**config.mk**
```make
export PLATFORM = sky130hd
export DESIGN_NAME = text_block_framer_checksum
export DESIGN_NICKNAME = d
export VERILOG_FILES = /design/src/rtl/tbfc_pkg.sv /design/src/rtl/tbfc_parse.sv /design/src/rtl/tbfc_outbuf.sv /design/src/rtl/text_block_framer_checksum.sv
export SDC_FILE = /design/constraint.sdc
export NUM_CORES = 1
export LEC_CHECK = 0
export BUFFER_PORTS_ARGS = -buffer_cell sky130_fd_sc_hd__buf_2
export CAP_MARGIN = 25
export CORE_MARGIN = 2
export CORE_UTILIZATION = 45
export CTS_BUF_LIST = sky130_fd_sc_hd__clkbuf_8 sky130_fd_sc_hd__clkbuf_16
export DETAILED_ROUTE_END_ITERATION = 12
export SYNTH_ARGS = -nofsm -noshare
export SYNTH_HDL_FRONTEND = slang
export SYNTH_SLANG_ARGS = --single-unit
```
**constraint.sdc**
```tcl
create_clock -name aclk -period 53.6 [get_ports aclk]
set_input_delay 16.08 -clock aclk [delete_from_list [all_inputs] [get_ports aclk]]
set_output_delay 16.08 -clock aclk [all_outputs]
set_load 0.02 [all_outputs]
```
**src/rtl/tbfc_pkg.sv**
```systemverilog
// ----------------------------------------------------------------------------
// Text block framer package
// Event codes, byte constants, the checksum label and the result beat type.
// ----------------------------------------------------------------------------
package tbfc_pkg;

    localparam int BYTE_W     = 8;
    localparam int COUNT_W    = 32;
    localparam int EVENT_W    = 4;
    localparam int KEY_LEN    = 8;
    localparam int LPOS_W     = 4;
    localparam int FIELDS_W   = 8;

    localparam logic [BYTE_W-1:0] BYTE_LF    = 8'h0A;
    localparam logic [BYTE_W-1:0] BYTE_CR    = 8'h0D;
    localparam logic [BYTE_W-1:0] BYTE_TAB   = 8'h09;
    localparam logic [BYTE_W-1:0] BYTE_COLON = 8'h3A;

    localparam logic [LPOS_W-1:0]   LPOS_MAX   = 4'd15;
    localparam logic [FIELDS_W-1:0] FIELDS_MAX = 8'd255;

    typedef enum logic [EVENT_W-1:0] {
        EV_NONE      = 4'd0,
        EV_LABEL     = 4'd1,
        EV_LABEL_END = 4'd2,
        EV_VALUE     = 4'd3,
        EV_FIELD_END = 4'd4,
        EV_GOOD      = 4'd5,
        EV_BAD       = 4'd6,
        EV_HEX       = 4'd7,
        EV_HEX_END   = 4'd8,
        EV_RUNT      = 4'd9
    } event_t;

    typedef struct packed {
        event_t               event_res;
        logic [BYTE_W-1:0]    data_byte;
        logic [COUNT_W-1:0]   runt_count;
        logic [COUNT_W-1:0]   checksum_error_count;
        logic [COUNT_W-1:0]   block_count;
        logic [COUNT_W-1:0]   field_count;
    } result_t;

    localparam int RESULT_W = $bits(result_t);

    // Letters of the label "Checksum"
    function automatic logic [BYTE_W-1:0] key_byte(input logic [2:0] idx);
        logic [BYTE_W-1:0] ch;
        case (idx)
            3'd0: ch = 8'h43;
            3'd1: ch = 8'h68;
            3'd2: ch = 8'h65;
            3'd3: ch = 8'h63;
            3'd4: ch = 8'h6B;
            3'd5: ch = 8'h73;
            3'd6: ch = 8'h75;
            3'd7: ch = 8'h6D;
            default: ch = 8'h00;
        endcase
        return ch;
    endfunction

endpackage

```
**src/rtl/tbfc_parse.sv**
```systemverilog
// ----------------------------------------------------------------------------
// Text block framer parser
// Holds the framing state and counters, and forms one result beat from each
// accepted byte in a single pass.
// ----------------------------------------------------------------------------
module tbfc_parse (
    input  logic                          aclk,
    input  logic                          aresetn,
    input  logic                          accept,
    input  logic [tbfc_pkg::BYTE_W-1:0]   rx_byte,
    input  logic [tbfc_pkg::BYTE_W-1:0]   checksum_target,
    output tbfc_pkg::result_t             result
);
    import tbfc_pkg::*;

    typedef enum logic [2:0] {
        MODE_IDLE  = 3'd0,
        MODE_RUNT  = 3'd1,
        MODE_START = 3'd2,
        MODE_LABEL = 3'd3,
        MODE_VALUE = 3'd4,
        MODE_CSUM  = 3'd5,
        MODE_HEX   = 3'd6
    } mode_t;

    mode_t                 mode_reg, mode_next;
    logic [BYTE_W-1:0]     sum_reg, sum_next;
    logic [LPOS_W-1:0]     lpos_reg, lpos_next;
    logic                  lmatch_reg, lmatch_next;
    logic [FIELDS_W-1:0]   fields_reg, fields_next;
    logic [COUNT_W-1:0]    runt_reg, runt_next;
    logic [COUNT_W-1:0]    bad_reg, bad_next;
    logic [COUNT_W-1:0]    good_reg, good_next;
    logic [COUNT_W-1:0]    ftotal_reg, ftotal_next;
    event_t                ev;
    logic [BYTE_W-1:0]     sum_add;
    logic                  key_miss_cont;
    logic                  key_miss_first;

    assign sum_add        = sum_reg + rx_byte;
    assign key_miss_cont  = (lpos_reg >= LPOS_W'(KEY_LEN)) ||
                            (key_byte(lpos_reg[2:0]) != rx_byte);
    assign key_miss_first = (key_byte(3'd0) != rx_byte);

    always_comb begin
        mode_next   = mode_reg;
        sum_next    = sum_reg;
        lpos_next   = lpos_reg;
        lmatch_next = lmatch_reg;
        fields_next = fields_reg;
        runt_next   = runt_reg;
        bad_next    = bad_reg;
        good_next   = good_reg;
        ftotal_next = ftotal_reg;
        ev          = EV_NONE;
        case (mode_reg)
            MODE_RUNT: begin
                if (rx_byte == BYTE_COLON) begin
                    mode_next = MODE_HEX;
                    ev        = EV_HEX;
                end else if (rx_byte == BYTE_LF) begin
                    sum_next    = rx_byte;
                    fields_next = '0;
                    mode_next   = MODE_START;
                end
            end
            MODE_START: begin
                if (rx_byte == BYTE_COLON) begin
                    mode_next = MODE_HEX;
                    ev        = EV_HEX;
                end else begin
                    sum_next    = sum_add;
                    lpos_next   = LPOS_W'(1);
                    lmatch_next = !key_miss_first;
                    mode_next   = MODE_LABEL;
                    ev          = EV_LABEL;
                end
            end
            MODE_LABEL: begin
                sum_next = sum_add;
                if (rx_byte == BYTE_TAB) begin
                    if (lmatch_reg && lpos_reg == LPOS_W'(KEY_LEN)) begin
                        mode_next = MODE_CSUM;
                    end else begin
                        mode_next = MODE_VALUE;
                    end
                    ev = EV_LABEL_END;
                end else begin
                    if (key_miss_cont) begin
                        lmatch_next = 1'b0;
                    end
                    if (lpos_reg != LPOS_MAX) begin
                        lpos_next = lpos_reg + LPOS_W'(1);
                    end
                    ev = EV_LABEL;
                end
            end
            MODE_VALUE: begin
                sum_next = sum_add;
                if (rx_byte == BYTE_LF) begin
                    if (fields_reg != FIELDS_MAX) begin
                        fields_next = fields_reg + FIELDS_W'(1);
                    end
                    mode_next = MODE_START;
                    ev        = EV_FIELD_END;
                end else if (rx_byte != BYTE_CR) begin
                    ev = EV_VALUE;
                end
            end
            MODE_CSUM: begin
                if (sum_add == checksum_target) begin
                    good_next   = good_reg + COUNT_W'(1);
                    ftotal_next = ftotal_reg + COUNT_W'(fields_reg);
                    ev          = EV_GOOD;
                end else begin
                    bad_next = bad_reg + COUNT_W'(1);
                    ev       = EV_BAD;
                end
                sum_next  = '0;
                mode_next = MODE_IDLE;
            end
            MODE_HEX: begin
                if (rx_byte == BYTE_LF) begin
                    sum_next  = '0;
                    mode_next = MODE_IDLE;
                    ev        = EV_HEX_END;
                end else begin
                    ev = EV_HEX;
                end
            end
            default: begin
                if (rx_byte == BYTE_COLON) begin
                    mode_next = MODE_HEX;
                    ev        = EV_HEX;
                end else if (rx_byte == BYTE_LF) begin
                    sum_next    = sum_add;
                    fields_next = '0;
                    mode_next   = MODE_START;
                end else if (rx_byte == BYTE_CR) begin
                    sum_next  = sum_add;
                    mode_next = MODE_IDLE;
                end else begin
                    runt_next = runt_reg + COUNT_W'(1);
                    mode_next = MODE_RUNT;
                    ev        = EV_RUNT;
                end
            end
        endcase
    end

    always_comb begin
        result.event_res            = ev;
        result.data_byte            = rx_byte;
        result.runt_count           = runt_next;
        result.checksum_error_count = bad_next;
        result.block_count          = good_next;
        result.field_count          = ftotal_next;
    end

    always_ff @(posedge aclk) begin
        if (!aresetn) begin
            mode_reg   <= MODE_IDLE;
            sum_reg    <= '0;
            lpos_reg   <= '0;
            lmatch_reg <= 1'b1;
            fields_reg <= '0;
            runt_reg   <= '0;
            bad_reg    <= '0;
            good_reg   <= '0;
            ftotal_reg <= '0;
        end else if (accept) begin
            mode_reg   <= mode_next;
            sum_reg    <= sum_next;
            lpos_reg   <= lpos_next;
            lmatch_reg <= lmatch_next;
            fields_reg <= fields_next;
            runt_reg   <= runt_next;
            bad_reg    <= bad_next;
            good_reg   <= good_next;
            ftotal_reg <= ftotal_next;
        end
    end

`ifndef SYNTHESIS
    a_csum_verdict: assert property (@(posedge aclk) disable iff (!aresetn)
        (accept && mode_reg == MODE_CSUM) |=>
            ((good_reg != $past(good_reg)) || (bad_reg != $past(bad_reg))))
        else $error("checksum byte gave no verdict");

    a_runt_step: assert property (@(posedge aclk) disable iff (!aresetn)
        ##1 ((runt_reg == $past(runt_reg)) || (runt_reg == $past(runt_reg) + COUNT_W'(1))))
        else $error("runt counter jumped");

    a_hex_end_clear: assert property (@(posedge aclk) disable iff (!aresetn)
        (accept && mode_reg == MODE_HEX && rx_byte == BYTE_LF) |=>
            (sum_reg == '0 && mode_reg == MODE_IDLE))
        else $error("hex frame end left sum or mode");

    a_label_pos: assert property (@(posedge aclk) disable iff (!aresetn)
        (mode_reg == MODE_CSUM) |-> (lpos_reg == LPOS_W'(KEY_LEN) && lmatch_reg))
        else $error("checksum mode without matching label");
`endif

endmodule

```
**src/rtl/tbfc_outbuf.sv**
```systemverilog
// ----------------------------------------------------------------------------
// Text block framer result buffer
// Output register with a skid stage so the input side keeps running while a
// result beat waits.
// ----------------------------------------------------------------------------
module tbfc_outbuf (
    input  logic                 aclk,
    input  logic                 aresetn,
    input  logic                 in_valid,
    output logic                 in_ready,
    input  tbfc_pkg::result_t    in_data,
    output logic                 out_valid,
    input  logic                 out_ready,
    output tbfc_pkg::result_t    out_data
);
    import tbfc_pkg::*;

    logic    main_valid_reg;
    logic    skid_valid_reg;
    result_t main_reg;
    result_t skid_reg;
    logic    push;
    logic    pop;

    assign in_ready  = !skid_valid_reg;
    assign push      = in_valid && in_ready;
    assign pop       = main_valid_reg && out_ready;
    assign out_valid = main_valid_reg;
    assign out_data  = main_reg;

    always_ff @(posedge aclk) begin
        if (!aresetn) begin
            main_valid_reg <= 1'b0;
            skid_valid_reg <= 1'b0;
        end else if (pop || !main_valid_reg) begin
            if (skid_valid_reg) begin
                main_valid_reg <= 1'b1;
                skid_valid_reg <= 1'b0;
            end else begin
                main_valid_reg <= push;
            end
        end else if (push) begin
            skid_valid_reg <= 1'b1;
        end
    end

    always_ff @(posedge aclk) begin
        if (pop || !main_valid_reg) begin
            main_reg <= skid_valid_reg ? skid_reg : in_data;
        end else if (push) begin
            skid_reg <= in_data;
        end
    end

endmodule

```
**src/rtl/text_block_framer_checksum.sv**
```systemverilog
// ----------------------------------------------------------------------------
// Text block framer with additive checksum
// Each result beat is registered in the output buffer, main or skid stage.
// Throughput: one byte per cycle while s_ready is high, set by the parser.
// A two-deep result buffer holds beats while the result side stalls.
// Reset: synchronous active-low aresetn clears mode, sum, counters, target.
// ----------------------------------------------------------------------------
module text_block_framer_checksum (
    input  logic                           aclk,
    input  logic                           aresetn,
    input  logic                           cfg_wr_en,
    input  logic [tbfc_pkg::BYTE_W-1:0]    cfg_wr_data,
    input  logic                           s_valid,
    output logic                           s_ready,
    input  logic [tbfc_pkg::BYTE_W-1:0]    s_rx_byte,
    output logic                           m_valid,
    input  logic                           m_ready,
    output logic [tbfc_pkg::EVENT_W-1:0]   m_event_res,
    output logic [tbfc_pkg::BYTE_W-1:0]    m_data_byte,
    output logic [tbfc_pkg::COUNT_W-1:0]   m_runt_count,
    output logic [tbfc_pkg::COUNT_W-1:0]   m_checksum_error_count,
    output logic [tbfc_pkg::COUNT_W-1:0]   m_block_count,
    output logic [tbfc_pkg::COUNT_W-1:0]   m_field_count
);
    import tbfc_pkg::*;

    logic [BYTE_W-1:0] target_reg;
    logic              accept;
    result_t           parse_result;
    result_t           out_beat;

    assign accept = s_valid && s_ready;

    always_ff @(posedge aclk) begin
        if (!aresetn) begin
            target_reg <= '0;
        end else if (cfg_wr_en) begin
            target_reg <= cfg_wr_data;
        end
    end

    tbfc_parse u_parse (
        .aclk            (aclk),
        .aresetn         (aresetn),
        .accept          (accept),
        .rx_byte         (s_rx_byte),
        .checksum_target (target_reg),
        .result          (parse_result)
    );

    tbfc_outbuf u_outbuf (
        .aclk      (aclk),
        .aresetn   (aresetn),
        .in_valid  (s_valid),
        .in_ready  (s_ready),
        .in_data   (parse_result),
        .out_valid (m_valid),
        .out_ready (m_ready),
        .out_data  (out_beat)
    );

    assign m_event_res            = out_beat.event_res;
    assign m_data_byte            = out_beat.data_byte;
    assign m_runt_count           = out_beat.runt_count;
    assign m_checksum_error_count = out_beat.checksum_error_count;
    assign m_block_count          = out_beat.block_count;
    assign m_field_count          = out_beat.field_count;

endmodule
```
==> summary.log, run 1 <==
[placement] final weighted congestion in routability-driven placement 0.846
[yosys] list of most frequent post-synthesis cells sky130_fd_sc_hd__edfxtp_1 (280), sky130_fd_sc_hd__nor2_1 (188), sky130_fd_sc_hd__dfxtp_1 (168)
[job] max-cap check violation count 0
[clock_tree] TritonCTS clock tree built
[power] net switching power figure 0.171 mW
[yosys] combinational family with the most area after synthesis simple AND/OR/NAND/NOR gates
[yosys] sequential-to-total area share from yosys stat 0.550
[yosys] Synth area leader sky130_fd_sc_hd__edfxtp_1
[timing] Max-Slew Margin vs Limit 0.295
[layout] final non-filler cell total 2693
[grt] Tot GR Track Use 0.197
[detailed_routing] via density per instance 5.60
[power] Static Leakage 9.31 nW
[power] switch share 0.228
[yosys] mean area per synthesized cell 11.2 um^2
[power] cell-internal power 0.578 mW
[worst_setup_path] required time at the worst-slack endpoint 53.94 ns
[clock_tree] cts hold-fix bufs 0
[yosys] library cell with the highest instance count after synthesis sky130_fd_sc_hd__edfxtp_1
[timing] worst slack on hold paths 0.496 ns
[worst_setup_path] data arrival time at the worst-slack endpoint 20.31 ns
[yosys] total number of yosys warnings 0
[clock_tree] clock tree sinks 448
[timing] number of hold violations in the final report 0
[worst_setup_path] endpoint of the worst setup timing path u_outbuf.skid_reg[95]
[layout] Diodes inserted 0
[clock_tree] clock buffer depth 3
[clock_tree] clock slew at the register clock pins of the worst setup and hold paths 0.06 ns
[outcome] result of the run finished, final reports clean
[yosys] most used flip-flop cell after synthesis sky130_fd_sc_hd__edfxtp_1
[power] clock group share of total power 0.434
[timing] total setup violations reported at the end of the flow 0
[worst_setup_path] worst-case register-to-register setup slack 48.31 ns
[detailed_routing] WL/cell 18.3 um
[worst_setup_path] CP Depth 13
[power] part of the total power dissipated in combinational logic 0.059
[clock_tree] post-CTS setup buffers 0
[clock_tree] Root Buffer sky130_fd_sc_hd__clkbuf_16
[timing] maximum clock rate 50.1 MHz
[clock_tree] cells resized by post-CTS repair 0
[timing] final clock skew 0.0244 ns
[yosys] post-synthesis register bit count 448
[floorplanning] number of placement rows 79
[layout] sequential cell area 11800 um^2
[yosys] net count after synthesis 1966
[grt] largest net degree at the start of global routing 70
[detailed_routing] First DRT Iteration DRCs 1041
[timing] final critical delay including setup and external delays 19.98 ns
[placement] DP Cell Count 2604
[layout] Final nets 2093
[floorplanning] Boundary Pins 163
[detailed_routing] total routed wirelength 49300 um
[yosys] share of synthesized area spent on multiplexers 0.0907
[yosys] Post-Syn Instances 1920
[layout] Filler Cell Count 4139
[power] Tot Pwr 0.749 mW
[floorplanning] Placeable Area 46800 um^2
[yosys] fraction of the mapped netlist area in adder cells 0.0153
[layout] synthesis-to-finish area growth 13.7%
[floorplanning] initial standard-cell utilization of the core 0.458
[detailed_routing] routed vias 15100
[floorplanning] vertical die dimension 222 um
[worst_setup_path] critical path cell sequence buf_2 > ha_1 > nand2_1 > o31ai_1 > a21oi_1 > o21ai_2 > xor2_4 > buf_4 > buf_4 > o21ai_1 > buf_4 > o31a_1 > or2_2
[worst_setup_path] Critical R2R Launch u_parse.mode_reg[0]
[layout] Multi-input gate area 9140 um^2
[worst_setup_path] worst-path cell with the longest stage delay sky130_fd_sc_hd__buf_4
[yosys] Synth Area in XOR/XNOR 0.0862
[worst_setup_path] launching element type of the critical path input port
[timing] post-route fraction of the period consumed by the critical path 0.373
[grt] initial antenna violation count 0
[worst_setup_path] terminus of the critical flop-to-flop path u_outbuf.out_data[52]
[power] power density normalized to cell area 30.8 nW/um^2
[yosys] synthesized-area fraction occupied by ao, oa, aoi and oai cells 0.0703
[worst_setup_path] combined buffer and inverter count along the critical path 4
[timing] actual slew at the worst max-slew pin 1.06 ns
[worst_setup_path] family of cells with the greatest summed delay on the critical path compound AO/OA/AOI/OAI gates
[yosys] largest cells by area after synthesis sky130_fd_sc_hd__edfxtp_1 (39%), sky130_fd_sc_hd__dfxtp_1 (16%), sky130_fd_sc_hd__mux2_2 (7.2%), sky130_fd_sc_hd__xnor2_1 (4.7%), sky130_fd_sc_hd__xor2_1 (3.7%)
[power] maximum resistive drop on vdd 0.0210 mV
[yosys] summed instance area of the synthesized netlist 21400 um^2
[timing] RSZ-0062 raised after global routing no
[floorplanning] die outline area 49300 um^2
[worst_setup_path] kind of end point of the critical path register
[power] Reg power frac 0.508
[clock_tree] Clk Latency, worst-skew pair 0.59 ns
[clock_tree] number of H-tree branching levels 2
[grt] first-pass GRT wire length 78800 um
[yosys] fraction of the mapped netlist area in simple logic gates 0.163
[yosys] number of flops mapped to enable cells by yosys 280
[min_path] worst hold-check path type register to register
[yosys] proportion of netlist area held by the largest area contributor 0.393
[grt] aggregate global routing overflow 0
[detailed_routing] drt drc 0
[worst_setup_path] path depth of the worst reg2reg path 7
[placement] HPWL after detailed placement 31700 um
[placement] IO buf count 162
[yosys] asr flop ratio synth 0
[worst_setup_path] cell type with the highest occurrence count on the critical path sky130_fd_sc_hd__buf_4
[worst_setup_path] classification of the worst setup path input port to register
[grt] vias in the first global route 14700
[clock_tree] CTS buffer count 47
[detailed_routing] antenna-violating nets left 0
[worst_setup_path] highest cell delay on the worst timing path 0.62 ns
[worst_setup_path] Max FO, Critical Path 63
[yosys] number of distinct standard cells referenced by the synthesized netlist 74
[timing] Final Max Slew Viols 0
[layout] layout cell share with drive strength beyond 1 0.205
[floorplanning] DIE WIDTH 222 um
[detailed_routing] router iterations before antenna repair 5
[timing] Setup TNS Final 0 ns
[worst_setup_path] Critical path origin s_rx_byte[4]
==> through the flow <==
stage / instance area [um^2] / utilization / worst slack [ns]
finish: 24300 / 0.521 / 33.62
global route: 24300 / 0.521 / 33.46
CTS: 24300 / 0.520 / 33.74
detailed placement: 22800 / 0.487 / 33.14
global placement: 22800 / 0.487 / 33.23
floorplan: 21400 / - / 25.80
==> final cells by class <==
class | count | share of cell area
timing repair buffer | 187 | 0.0410
inverter | 26 | 0.00427
sequential | 448 | 0.484
clock inverter | 31 | 0.00967
tap | 607 | 0.0312
multi-input combinational | 1337 | 0.376
clock buffer | 57 | 0.0544
==> cells in the final DEF, fill, tap and decap left out, drive strengths merged, types with 6 or more instances in the layout <==
master and instances:
edfxtp 280, nor2 188, buf 186, dfxtp 168, mux2 136, nand2 126
xnor2 117, xor2 92, nand3 90, o21ai 68, nor3 62, clkbuf 58
a21oi 45, or3 42, mux2i 41, nor4 37, inv 36, o211ai 31
nand4 29, and3 28, nand2b 25, ha 23, a31oi 16, clkinv 16
and2 14, and4 10, nor2b 10, a21o 8, or2 8, o2111ai 8
o21a 8, o311ai 8, or4 7, o31ai 6
==> tightest hold or removal path, stage by stage (launching register included) <==
cell and delay, ns:
sky130_fd_sc_hd__dfxtp_1 0.33, sky130_fd_sc_hd__nand2_1 0.06, sky130_fd_sc_hd__mux2i_1 0.06
==> how the worst min path moves through the flow <==
stage,startpoint,endpoint,slack (ns),cells after the start
2_1_floorplan,u_parse.bad_reg[31],u_parse.bad_reg[31],0.46,2
3_3_place_gp,u_parse.bad_reg[31],u_parse.bad_reg[31],0.47,2
3_5_place_dp,u_parse.good_reg[31],u_parse.good_reg[31],0.49,2
4_1_cts,u_parse.good_reg[31],u_parse.good_reg[31],0.50,2
5_1_grt,u_parse.good_reg[31],u_parse.good_reg[31],0.51,2
6_report,u_parse.bad_reg[31],u_parse.bad_reg[31],0.50,2
==> power by group through the flow <==
stage	sequential, mW	combinational, mW	clock [mW]
2_1_floorplan	0.396	0.0202	0
3_3_place_gp	0.387	0.0437	0
3_5_place_dp	0.388	0.0442	0
4_1_cts	0.380	0.0443	0.335
5_1_grt	0.381	0.0472	0.348
6_report	0.380	0.0439	0.325
==> cells by family after synthesis <==
group,after synthesis
XOR/XNOR,209
flip-flops,448
multiplexers,177
buffers and inverters,135
AO/OA/AOI/OAI,233
adder cells (fa/ha/maj),25
AND/OR/NAND/NOR,693
==> per-layer routing <==
layer  track usage  routed length (um)
met1         0.271               22600
met2         0.319               23000
met3        0.0345                2580
met4        0.0610                1200
met5             0                   0
Power figures use the tool's default switching activity.
==> run 2, diff against run 1 <==
Clock period 53.6 ns to 20.2 ns, I/O delays scaled along.
==> run 2 against run 1 <==
Compared with the run above:
- cell count is the same
- cell area increased by 0.64%
- clock power increased to 2.9 times the previous value
- worst hold slack hardly changed
- die area unchanged
- combinational power rose to 2.6 times the previous value
- sequential share of layout area decreased by 0.31 points
- total power increased to 2.8 times the previous value
- register-to-register slack worse by 33 ns
- via count shrank 1.6%
- critical endpoint unchanged
==> summary.log, run 2 (same netlist as run 1, synthesis figures left out) <==
[floorplanning] Boundary Pins 163 [unchanged]
[timing] Max-Slew Margin vs Limit 0.316 [+0.0218]
[clock_tree] TritonCTS clock tree built
[detailed_routing] WL/cell 18.2 um [-0.80%]
[worst_setup_path] required time at the worst-slack endpoint 20.53 ns [-33.41 ns]
[min_path] worst hold-check path type register to register
[power] Reg power frac 0.486 [-0.022]
[timing] final critical delay including setup and external delays 9.82 ns
[clock_tree] clock slew at the register clock pins of the worst setup and hold paths 0.05 ns [about the same]
[power] maximum resistive drop on vdd 0.0575 mV [+170%]
[power] power density normalized to cell area 84.7 nW/um^2 [+180%]
[worst_setup_path] critical path cell sequence buf_2 > ha_1 > nand2_1 > o31ai_1 > a21oi_1 > o21ai_2 > xor2_4 > buf_4 > buf_4 > o21ai_1 > buf_4 > o31a_1 > or2_2
[clock_tree] CTS buffer count 47 [unchanged]
[timing] Setup TNS Final 0 ns [unchanged]
[placement] DP Cell Count 2604 [unchanged]
[clock_tree] clock buffer depth 3 [unchanged]
[detailed_routing] via density per instance 5.51 [-1.6%]
[clock_tree] cells resized by post-CTS repair 0 [unchanged]
[timing] worst slack on hold paths 0.497 ns [+0.000139 ns]
[layout] Final nets 2093 [unchanged]
[worst_setup_path] Max FO, Critical Path 63 [unchanged]
[placement] HPWL after detailed placement 31600 um [-0.41%]
[worst_setup_path] highest cell delay on the worst timing path 0.60 ns [-0.02 ns]
[worst_setup_path] family of cells with the greatest summed delay on the critical path compound AO/OA/AOI/OAI gates
[detailed_routing] routed vias 14800 [-1.6%]
[timing] total setup violations reported at the end of the flow 0 [unchanged]
[power] Static Leakage 9.38 nW [+0.74%]
[layout] Multi-input gate area 9140 um^2 [unchanged]
[grt] first-pass GRT wire length 77600 um [-1.6%]
[power] clock group share of total power 0.458 [+0.024]
[floorplanning] die outline area 49300 um^2 [unchanged]
[layout] most frequent cells in the layout sky130_fd_sc_hd__edfxtp_1 (280), sky130_fd_sc_hd__nor2_1 (186), sky130_fd_sc_hd__dfxtp_1 (168)
[timing] actual slew at the worst max-slew pin 1.02 ns [-0.0365 ns]
[power] cell-internal power 1.61 mW [+180%]
[layout] most common cell after layout, fill and taps aside sky130_fd_sc_hd__edfxtp_1
[worst_setup_path] classification of the worst setup path input port to register
[worst_setup_path] Critical R2R Launch u_parse.mode_reg[0]
[layout] final non-filler cell total 2693 [unchanged]
[layout] layout cell share with drive strength beyond 1 0.207 [+0.00192]
[timing] final clock skew 0.0169 ns [-0.00750 ns]
[worst_setup_path] cell type with the highest occurrence count on the critical path sky130_fd_sc_hd__buf_4
[worst_setup_path] launching element type of the critical path input port
[clock_tree] clock tree sinks 448 [unchanged]
[layout] Filler Cell Count 4156 [+0.41%]
[worst_setup_path] kind of end point of the critical path register
[layout] sequential cell area 11800 um^2 [unchanged]
[job] max-cap check violation count 0 [unchanged]
[detailed_routing] total routed wirelength 48900 um [-0.80%]
[layout] Diodes inserted 0 [unchanged]
[worst_setup_path] Critical path origin s_rx_byte[4]
[grt] Tot GR Track Use 0.195 [-0.00197]
[grt] initial antenna violation count 0 [unchanged]
[clock_tree] Root Buffer sky130_fd_sc_hd__clkbuf_16
[grt] vias in the first global route 14200 [-3.4%]
[timing] Final Max Slew Viols 0 [unchanged]
[floorplanning] vertical die dimension 222 um [unchanged]
[clock_tree] Clk Latency, worst-skew pair 0.59 ns [about the same]
[grt] largest net degree at the start of global routing 75 [+7.1%]
[grt] aggregate global routing overflow 0 [unchanged]
[timing] post-route fraction of the period consumed by the critical path 0.486
[worst_setup_path] worst-path cell with the longest stage delay sky130_fd_sc_hd__buf_4
[floorplanning] DIE WIDTH 222 um [unchanged]
[power] part of the total power dissipated in combinational logic 0.056 [-0.003]
[placement] IO buf count 162 [unchanged]
[detailed_routing] antenna-violating nets left 0 [unchanged]
[floorplanning] number of placement rows 79 [unchanged]
[power] switch share 0.225 [-0.00275]
[floorplanning] Placeable Area 46800 um^2 [unchanged]
[min_path] Min-Delay Startpoint u_parse.runt_reg[31]
[timing] maximum clock rate 102 MHz
[timing] number of hold violations in the final report 0 [unchanged]
[placement] final weighted congestion in routability-driven placement 0.844 [-0.18%]
[layout] synthesis-to-finish area growth 14.4%
[worst_setup_path] data arrival time at the worst-slack endpoint 10.15 ns [-10.16 ns]
[clock_tree] number of H-tree branching levels 2 [unchanged]
[timing] RSZ-0062 raised after global routing no
[detailed_routing] drt drc 0 [unchanged]
[floorplanning] initial standard-cell utilization of the core 0.458 [unchanged]
[clock_tree] cts hold-fix bufs 0 [unchanged]
[detailed_routing] First DRT Iteration DRCs 938 [-9.9%]
[outcome] result of the run finished, final reports clean
[worst_setup_path] combined buffer and inverter count along the critical path 4 [unchanged]
[power] net switching power figure 0.468 mW [+170%]
[clock_tree] post-CTS setup buffers 0 [unchanged]
[detailed_routing] router iterations before antenna repair 5 [unchanged]
## run 2: path summary, 6_finish.rpt
check                                              to  slack (ns)  cells past startpoint
worst max-delay path            u_outbuf.skid_reg[95]       10.38                     13
worst min-delay path             u_parse.runt_reg[31]        0.50                      2
worst max register to register    u_parse.bad_reg[14]       14.93                      7
worst min register to register   u_parse.runt_reg[31]        0.50                      2
## run 2: tightest hold or removal path: cells and delay by family (launching register included)
family	cells	cell delay (ns)
DFF	1	0.32
AOI/OAI and AO/OA	2	0.13
## run 2: layout make-up
| class | count | area share |
|---|---|---|
| clock buffers | 55 | 0.0530 |
| clock inverters | 33 | 0.0171 |
| repair buffers | 187 | 0.0408 |
| inverters | 26 | 0.00424 |
| well taps | 607 | 0.0310 |
| flip-flops and latches | 448 | 0.481 |
| multi-input cells | 1337 | 0.373 |
## run 2: metal layers
metal	vias to the layer above	track usage	share of wire
li1	7256	-	-
met1	7131	0.266	0.46
met2	365	0.315	0.46
met3	86	0.0354	0.051
met4	0	0.0660	0.029
met5	-	0	0
## run 2: through the flow
stage	setup WS (ns)	total power, mW	utilization	instance area, um^2
after floorplan	2.42	1.11	-	21400
after global placement	9.84	1.14	0.487	22800
after detailed placement	9.85	1.15	0.487	22800
after CTS	10.45	2.10	0.524	24500
after global routing	10.11	2.15	0.524	24500
final	10.38	2.08	0.524	24500
## run 2: power groups by stage
| stage | Sequential [mW] | Combinational, mW | Clock (mW) |
|---|---|---|---|
| detailed placement | 1.03 | 0.117 | 0 |
| floorplan | 1.05 | 0.0536 | 0 |
| global route | 1.01 | 0.125 | 1.01 |
| finish | 1.01 | 0.116 | 0.950 |
| CTS | 1.01 | 0.118 | 0.975 |
| global placement | 1.03 | 0.116 | 0 |
